--- src/hdl/cts_ram.sv ---
// Generic single-write, single-read synchronous RAM with registered read data.
module cts_ram #(
	parameter int unsigned WIDTH = 32,
	parameter int unsigned DEPTH = 16
) (
	input  logic                     clk,
	input  logic                     we,
	input  logic [$clog2(DEPTH)-1:0] waddr,
	input  logic [WIDTH-1:0]         wdata,
	input  logic [$clog2(DEPTH)-1:0] raddr,
	output logic [WIDTH-1:0]         rdata
);
	logic [WIDTH-1:0] mem [DEPTH];

	always_ff @(posedge clk) begin
		if (we) begin
			mem[waddr] <= wdata;
		end
		rdata <= mem[raddr];
	end
endmodule

--- config.mk ---
export PLATFORM = sky130hd
export DESIGN_NAME = cts_ram
export DESIGN_NICKNAME = d
export VERILOG_FILES = /design/src/hdl/cts_ram.sv
export SDC_FILE = /design/constraint.sdc
export NUM_CORES = 1
export LEC_CHECK = 0
export BUFFER_PORTS_ARGS = -buffer_cell sky130_fd_sc_hd__buf_2
export CORE_ASPECT_RATIO = 1.75
export CORE_MARGIN = 2
export CORE_UTILIZATION = 30
export CTS_CLUSTER_SIZE = 8
export DETAILED_ROUTE_END_ITERATION = 8
export SETUP_SLACK_MARGIN = 0.5
export SLEW_MARGIN = 20
export SYNTH_ARGS = -nofsm -noshare
export SYNTH_HDL_FRONTEND = slang
export SYNTH_SLANG_ARGS = --single-unit
--- constraint.sdc ---
create_clock -name clk -period 5 [get_ports clk]
set_input_delay 1 -clock clk [delete_from_list [all_inputs] [get_ports clk]]
set_output_delay 1 -clock clk [all_outputs]
set_load 0.005 [all_outputs]
==> flow_summary_export.csv <==
group,metric,value,unit
synth,postSynthAreaPerCell,23.7,µm²
clock_network,ctsHtreeMaxLevel,3,
clock_network,cts_tree,"built",
floorplan,ios,74,
clock_network,cts_resized,0,
worst_setup_path,worstPathArrival,2.74,ns
routing,finalWirelength,45.6,mm
power,pwr-share-clk,46.2,%
clock_network,cts_hold_buffers,0,
cells_and_area,area_growth,19.7,%
clock_network,clkLatencyLatePin,0.60,ns
cells_and_area,drive_gt1_share,32.6,%
hold_path,hp-class,"reg -> reg",
place,dpl_worst_slack,1.80,ns
power,power.leakage,0.00757,µW
cells_and_area,layout.nets,1021,
worst_setup_path,path_max_fanout,19,
sta,rsz0062_at_grt,"false",
sta,finalCritPeriodShare,50.0,%
power,p_switching,2120,µW
cells_and_area,n_antenna_cell,0,
flow_run,drv_cap,0,
clock_network,cts_sinks,544,
sta,max_freq,400,MHz
worst_setup_path,critPathLaunchType,"primary input",
global_routing,grt_antenna_before_repair,5,
worst_setup_path,path_class,"in -> reg",
place,place_congestion,0.694,
power,p_sw_share,20.5,%
routing,vias,9054,
synth,ys_seq_area_share,80.7,%
worst_setup_path,cp_data_required_time,5.24,ns
floorplan,die_h,344,µm
routing,avgViaCountPerCell,4.72,
cells_and_area,design_area,23800,µm²
floorplan,die_area,68300,µm²
synth,netlist_area,19900,µm²
place,dp_cells,1782,
sta,slew_headroom,33.5,%
cells_and_area,final_common_cell,"edfxtp_1",
global_routing,grt_max_degree,66,
clock_network,cts-root-buf,"clkbuf_16",
power,p_int,8260,µW
synth,yosys.cell_types.count,18,
floorplan,core_region_area,65500,µm²
floorplan,die_w,198,µm
routing,drt_iter0_markers,755,
synth,synth_cells,838,
routing,ant_nets,0,
routing,drc,0,
clock_network,numCtsBuffers,77,
routing,dr.pass1.iters,5,
run_status,status,"completed",
global_routing,grt_pass1_wl,66.7,mm
cells_and_area,layout.cells.non_filler,1920,
power,ir_drop,0.258,mV
clock_network,post_cts_buffers,0,
sta,setup_violations,0,
global_routing,grt_overflow,0,
global_routing,grtUsageTotal,13.7,%
cells_and_area,layout_common_cells,"edfxtp_1 (512), mux4_2 (128), clkbuf_16 (80)",
clock_network,path_clk_slew,0.05,ns
sta,tns,0,ns
place,portBuffers,73,
place,place_area,21500,µm²
clock_network,clk_path_buf_depth,3,
power,comb_power_share,4.3,%
power,power_frac_seq,49.5,%
sta,drv_slew,0,
routing,wl_per_cell,23.7,µm
sta,fin_crit,2.50,ns
sta,worst_slack,2.50,ns
sta,hold_viol,0,
sta,clock_skew,0.0146,ns
global_routing,grt_pass1_vias,10032,
synth,ys_seq_elements,544,
synth,syn_nets,880,
floorplan,start_util,30.3,%
place,hpwl,24.2,mm
floorplan,num_rows,124,
synth,yosysWarningCount,0,
sta,worst_pin_slew,0.996,ns
power,power_density,437,nW/µm²
worst_setup_path,critPathCaptureType,"register",
-- logic make-up (layout without fill, tap and decap cells) --
| logic type | after synthesis | in the layout | share of synthesized area, % |
|---|---|---|---|
| AOI/OAI and AO/OA | 64 | 64 | 2.42 |
| muxes | 128 | 128 | 14.5 |
| DFF | 544 | 544 | 80.7 |
| and+or+nand+nor | 59 | 59 | 1.27 |
| buffers and inverters | 43 | 243 | 1.12 |
-- power by group through the flow --
stage               Clock, µW  Sequential (µW)  Combinational [µW]
finish                   4800             5140                 443
global route             5080             5140                 481
CTS                      4900             5140                 455
detailed placement          0             5230                 454
global placement            0             5220                 446
floorplan                   0             5220                 245
-- worst max-delay path: stages --
cell and delay [ns]:
buf_2 0.11, nand3b_1 0.40, nor2_4 0.69, buf_4 0.51
-- flip-flops by register name, indices dropped and copies added (netlist names) --
register  cells
mem         512
rdata        32
-- cell usage after synthesis (all sizes together) --
master  count  area, µm²
dfxtp      32        641
nor2       13       48.8
nand2b      2       12.5
a22oi      64        480
nand3       1       5.00
buf        26        159
nand3b      2       15.0
nand2      33        124
or3b        1       8.76
clkbuf     17       63.8
nor3        4       20.0
mux4      128       2880
nor2b       2       12.5
edfxtp    512      15400
and2        1       6.26
-- layer usage --
layer  global-route usage, %  vias up  part of all wire, %
met5                       0        -                 0.15
met4                    4.45       10                  1.8
met3                    3.47       63                  6.1
met2                    24.1      276                   53
met1                    16.3     4836                   39
li1                        -     3869                    -
-- path summary, 6_finish.rpt --
| kind | start | end | slack, ns | cells past startpoint |
|---|---|---|---|---|
| worst max-delay path | waddr[2] | mem[11][28] | 2.50 | 4 |
| worst min-delay path | mem[12][18] | rdata[18] | 0.66 | 3 |
| worst max register to register | mem[11][9] | rdata[9] | 3.66 | 3 |
| worst min register to register | mem[12][18] | rdata[18] | 0.66 | 3 |
-- layout make-up --
cell class                 instances  area [µm²]
clock buffer                     134        2200
clock inverter                     4        42.5
fill                            6035       41700
multi-input combinational        251        3750
sequential                       544       16000
tap                              882        1100
timing repair buffer             105         642
-- metrics by stage --
| stage | hold slack (ns) | power, µW | util (%) |
|---|---|---|---|
| after floorplan | 0.635 | 5470 | - |
| after global routing | 0.697 | 10700 | 36.3 |
| final | 0.661 | 10400 | 36.3 |
| after global placement | 0.652 | 5670 | 32.9 |
| after detailed placement | 0.651 | 5680 | 32.9 |
| after CTS | 0.664 | 10500 | 36.3 |
(Power assumes the default switching activity.)
