`src/hdl/cts_pkg.sv`:
```
// Shared types, constants and helpers for the Cholesky triangular solver.
package cts_pkg;

	localparam int unsigned MAX_DIM_DEF   = 16;
	localparam int unsigned FRAC_BITS_DEF = 16;
	localparam int unsigned DATA_W        = 32;
	localparam int unsigned IDX_W         = 4;
	localparam int unsigned DIM_W         = 5;
	localparam int unsigned OP_W          = 2;
	localparam int unsigned ACC_W         = 64;
	localparam int unsigned DIM_CAP_LIMIT = 16;
	localparam logic [DIM_W-1:0] DIM_RESET = 5'd16;

	typedef enum logic [OP_W-1:0] {
		OP_WR_FACTOR = 2'd0,
		OP_WR_RHS    = 2'd1,
		OP_SOLVE     = 2'd2,
		OP_BACK      = 2'd3
	} op_t;

	typedef enum logic [3:0] {
		ST_IDLE,
		ST_INIT,
		ST_DIAG,
		ST_MAC_RD,
		ST_MAC_MUL,
		ST_MAC_ACC,
		ST_DIV_START,
		ST_DIV_RUN,
		ST_STORE,
		ST_OUT_RD,
		ST_OUT_SEND
	} state_t;

	// Saturate a wide signed value to the 32-bit data range.
	function automatic logic signed [DATA_W-1:0] sat32(input logic signed [ACC_W-1:0] v);
		logic signed [ACC_W-1:0] hi;
		logic signed [ACC_W-1:0] lo;
		hi = ACC_W'(64'sh7FFF_FFFF);
		lo = -ACC_W'(64'sh8000_0000);
		if (v > hi) return DATA_W'(32'h7FFF_FFFF);
		if (v < lo) return DATA_W'(32'h8000_0000);
		return v[DATA_W-1:0];
	endfunction

endpackage

```
`src/hdl/cts_div.sv`:
```
// Restoring divider, one quotient bit per cycle, truncating toward zero with saturation.
module cts_div #(
	parameter int unsigned FRAC_BITS = cts_pkg::FRAC_BITS_DEF
) (
	input  logic                                  clk,
	input  logic                                  arst_n,
	input  logic                                  start,
	input  logic signed [cts_pkg::ACC_W-1:0]      num,
	input  logic signed [cts_pkg::DATA_W-1:0]     den,
	output logic                                  done,
	output logic signed [cts_pkg::DATA_W-1:0]     quot,
	output logic                                  zero_den
);
	localparam int unsigned NW  = 63;
	localparam int unsigned CW  = $clog2(NW + 1);
	localparam logic [CW-1:0] LAST = CW'(NW - 1);

	logic            busy_q;
	logic [CW-1:0]   cnt_q;
	logic [NW-1:0]   dvd_q;
	logic [NW-1:0]   qt_q;
	logic [32:0]     rem_q;
	logic [31:0]     dmag_q;
	logic            neg_q;
	logic            sat_q;
	logic            satneg_q;
	logic            zero_q;

	logic [cts_pkg::ACC_W-1:0] nmag;
	logic [32:0]               dmag;
	logic signed [cts_pkg::ACC_W-1:0] lim;
	logic [33:0]               trial;
	logic [32:0]               shifted;
	logic signed [cts_pkg::ACC_W-1:0] qs;

	assign lim  = cts_pkg::ACC_W'(64'sd1) <<< (62 - FRAC_BITS);
	assign nmag = num[cts_pkg::ACC_W-1] ? cts_pkg::ACC_W'(-num) : num;
	assign dmag = den[cts_pkg::DATA_W-1] ? 33'(-{den[31], den}) : {1'b0, den};
	assign shifted = {rem_q[31:0], dvd_q[NW-1]};
	assign trial   = {1'b0, shifted} - {2'b0, dmag_q};

	// Start latches operands; special cases short-circuit to a saturated result.
	always_ff @(posedge clk or negedge arst_n) begin
		if (!arst_n) begin
			busy_q <= 1'b0;
			done   <= 1'b0;
			cnt_q  <= '0;
		end else begin
			done <= 1'b0;
			if (start) begin
				busy_q <= 1'b1;
				cnt_q  <= '0;
			end else if (busy_q) begin
				if (sat_q || zero_q || cnt_q == LAST) begin
					busy_q <= 1'b0;
					done   <= 1'b1;
				end
				cnt_q <= cnt_q + CW'(1);
			end
		end
	end

	always_ff @(posedge clk) begin
		if (start) begin
			// Magnitude of num << FRAC_BITS fits 63 bits because |num| < 2^(62-F).
			dvd_q    <= NW'(nmag << FRAC_BITS);
			qt_q     <= '0;
			rem_q    <= '0;
			dmag_q   <= dmag[31:0] == 32'd0 && dmag[32] ? 32'h8000_0000 : dmag[31:0];
			neg_q    <= num[cts_pkg::ACC_W-1] ^ den[cts_pkg::DATA_W-1];
			zero_q   <= den == '0;
			satneg_q <= den == '0 ? num[cts_pkg::ACC_W-1]
				: (num[cts_pkg::ACC_W-1] ^ den[cts_pkg::DATA_W-1]);
			sat_q    <= (num >= lim) || (num <= -lim);
		end else if (busy_q && !sat_q && !zero_q) begin
			dvd_q <= {dvd_q[NW-2:0], 1'b0};
			if (!trial[33]) begin
				rem_q <= trial[32:0];
				qt_q  <= {qt_q[NW-2:0], 1'b1};
			end else begin
				rem_q <= shifted;
				qt_q  <= {qt_q[NW-2:0], 1'b0};
			end
		end
	end

	assign qs = neg_q ? -cts_pkg::ACC_W'({1'b0, qt_q}) : cts_pkg::ACC_W'({1'b0, qt_q});
	assign quot = (sat_q || zero_q) ? (satneg_q ? 32'sh8000_0000 : 32'sh7FFF_FFFF)
		: cts_pkg::sat32(qs);
	assign zero_den = zero_q;
endmodule

```
`config.mk`:
```
export PLATFORM = sky130hd
export DESIGN_NAME = cts_div
export DESIGN_NICKNAME = d
export VERILOG_FILES = /design/src/hdl/cts_pkg.sv /design/src/hdl/cts_div.sv
export SDC_FILE = /design/constraint.sdc
export NUM_CORES = 1
export LEC_CHECK = 0
export ABC_CLOCK_PERIOD_IN_PS = 3740
export BUFFER_PORTS_ARGS = -buffer_cell sky130_fd_sc_hd__clkbuf_2
export CAP_MARGIN = 10
export CORE_ASPECT_RATIO = 0.7
export CORE_MARGIN = 3
export CORE_UTILIZATION = 40
export DETAILED_ROUTE_END_ITERATION = 6
export PLACE_DENSITY_LB_ADDON = 0.12
export SYNTH_ARGS = -nofsm -noshare
export SYNTH_HDL_FRONTEND = slang
export SYNTH_SLANG_ARGS = --single-unit
```
`constraint.sdc`:
```
create_clock -name clk -period 3.74 [get_ports clk]
set_input_delay 0.374 -clock clk [delete_from_list [all_inputs] [get_ports clk]]
set_output_delay 0.374 -clock clk [all_outputs]
set_load 0.02 [all_outputs]
```
==> reports/summary.txt <==
Worst Setup Start Kind: flop
DRT met1 WL: 19.8 mm
pwr dens: 344 nW/um2
DR DRC count: 0
leak pwr: 6.67 nW
Peak VDD IR: 266 uV
critical path class: reg -> out
clock slew at reported path FFs: 70 ps
root buffer cell: clkbuf_16
Max Cap Viol: 0
Iteration-0 DRC Markers: 739
async set-reset flop share out of synthesis: 0.0430
CTS tree: done
overall routing resource usage: 0.211
Yosys top cell area share: 0.185
Chip Width: 225 um
port bufs: 132
gpl congestion: 0.948
total grt overflow: 0
Critical Path RT: 3370 ps
Synth area leader: edfxtp_1
final slew viol count: 0
syn_area_per_cell: 8.53 um2
Die Ht: 159 um
share of layout cells above drive strength 1: 0.245
clock sink count: 186
Mapped Cells: 1,577
CP Data Arrival Time: 4010 ps
Avg WL per Cell: 17.0 um
fin crit share: 1.17
count leader, synth: nand2_1
Post-synth EDFFs: 83
largest cells by area after synthesis: edfxtp_1 (19%), dfxtp_1 (14%), nand2_1 (6.1%), xnor2_1 (5.5%), a21oi_1 (5.2%)
clock skew: 11.8 ps
area growth from synthesis to layout: 22.8%
#FFs+latches synth: 186
drt pass-1 iters: 5
antenna cells: 0
# setup viols final: 31
worst hold margin: 238 ps
initial core utilization: 0.411
Yosys warning total: 0
hold crit path type: in -> reg
final core utilization: 0.504
Top FF cell, synth: dfxtp_1
Worst-Margin Slew: 1020 ps
DR vias: 12.4k
outcome: finished, violations left
crit path capture type: primary output
hpwl dp: 27.6 mm
vias in the first global route: 11.7k
via density per instance: 5.57
Synthesized Nets: 1,714
Tot Pwr: 5.68 mW
core area: 32,800 um2
RSZ-0062 raised after global routing: true
Post-DRT Antenna Nets: 0
IO Pins: 133
antenna violations before repair: 0
area of the mapped netlist: 13,500 um2
final worst path period need: 4390 ps
first-pass GRT wire length: 61.8 mm
htree depth: 4
Synth top cells by count: nand2_1 (219), a21oi_1 (140), nor2_1 (127), dfxtp_1 (95), xnor2_1 (84)
Hold Violations, Final: 0
sequential-to-total area share from yosys stat: 0.341
Max Fclk: 0.228 GHz
CTS Buf Count: 17
DR WL met3: 2.11 mm
Die Area: 35,900 um2
Clk Latency, worst-skew pair: 450 ps
largest net degree at the start of global routing: 184
worst relative slew slack: 0.318
failing checks: negative setup slack
clk buf depth: 2
Post-Route WL: 37.9 mm
row cnt: 55
Synth cell types: 94
Max Used Layer: met4
DR WL met2: 15.4 mm
final worst slack: -646 ps
Critical Path Fanout Max: 7
final net count: 1,918
[cells by family (layout without fill, tap and decap cells)]
| kind of cell | Yosys count | in the layout | synth area share |
|---|---|---|---|
| adder cells (fa/ha/maj) | 38 | 38 | 0.0359 |
| XOR/XNOR | 153 | 153 | 0.0996 |
| multiplexers | 37 | 37 | 0.0286 |
| AND/OR/NAND/NOR | 599 | 599 | 0.227 |
| AO/OA/AOI/OAI | 402 | 402 | 0.214 |
| flip-flops | 186 | 186 | 0.341 |
| buffers and inverters | 162 | 379 | 0.0536 |
[flip-flops by register name, summed over array words and instances, names as in the netlist]
register	flops
qt_q	63
done	1
satneg_q	1
dmag_q	32
cnt_q	6
sat_q	1
neg_q	1
rem_q	32
zero_den	1
busy_q	1
dvd_q	47
[cell usage in the layout (no fill, tap or decap), types with 39 or more instances in the layout]
master,n
inv_1,56
nand2_1,217
o31ai_1,39
dfxtp_1,93
xor2_1,68
o21ai_0,47
edfxtp_1,83
clkbuf_2,101
xnor2_1,84
a21oi_1,140
nand3_1,41
nor2_1,127
buf_4,143
[per-stage QoR]
stage	setup TNS, ps	instance area [um2]	instances	setup slack (ps)
floorplan	0	13500	1577	32.7
global placement	-2510	15300	2169	-114
detailed placement	-3180	15300	2169	-128
CTS	-17330	16200	2216	-614
global route	-22090	16500	2221	-755
finish	-18770	16500	2221	-646
[final timing paths]
check | start | end | slack, ps | depth (start not counted)
setup reg to reg | dmag_q[5] | rem_q[30] | 270 | 10
hold reg to reg | rem_q[28] | rem_q[28] | 490 | 2
hold / removal | den[29] | dmag_q[29] | 240 | 2
min in group asynchronous | arst_n | done | 340 | 2
setup / recovery | qt_q[23] | quot[1] | -650 | 14
max in group asynchronous | arst_n | cnt_q[1] | 3220 | 2
[critical path, cell delays in order, from the launching register on]
cell and delay, ps:
dfxtp_1 320, or4_4 560, or3_4 400, buf_4 150, nor4_4 380, nand4_4 150
o31ai_4 230, xor2_2 230, nand4_1 190, o31ai_4 310, buf_12 160, buf_12 110
clkbuf_16 150, o211ai_2 90, buf_6 140
[report_power, final]
part	total, mW	leakage, nW	internal, mW	switching, mW
Clock	1.88	0.301	1.03	0.849
Combinational	1.48	4.69	0.668	0.812
Sequential	2.33	1.69	2.26	0.0605
Total	5.68	6.67	3.96	1.72
[layer usage]
metal | vias up | GRT usage
li1 | 6161 | -
met1 | 5825 | 0.325
met2 | 339 | 0.295
met3 | 38 | 0.0431
met4 | 0 | 0.0571
met5 | - | 0
[final cells by class]
type                    instances  area, um2
multi-input cells            1229       8370
clock inverters                11        103
repair buffers                290       2220
inverters                      57        214
fillers                      3081      16200
clock buffers                  21        493
flip-flops and latches        186       4600
well taps                     427        534
[repair_timing]
| item | in CTS | in global routing |
|---|---|---|
| gates resized for setup | 34 | 85 |
| pin swaps | 4 | 13 |
| buffers inserted | 12 | 4 |
| cloned | 2 | 1 |
| endpoints found under the setup margin | 31 | 52 |
| hold buffers | 1 | 0 |
| hold endpoints to repair | 8 | 0 |
(Power assumes the default switching activity.)
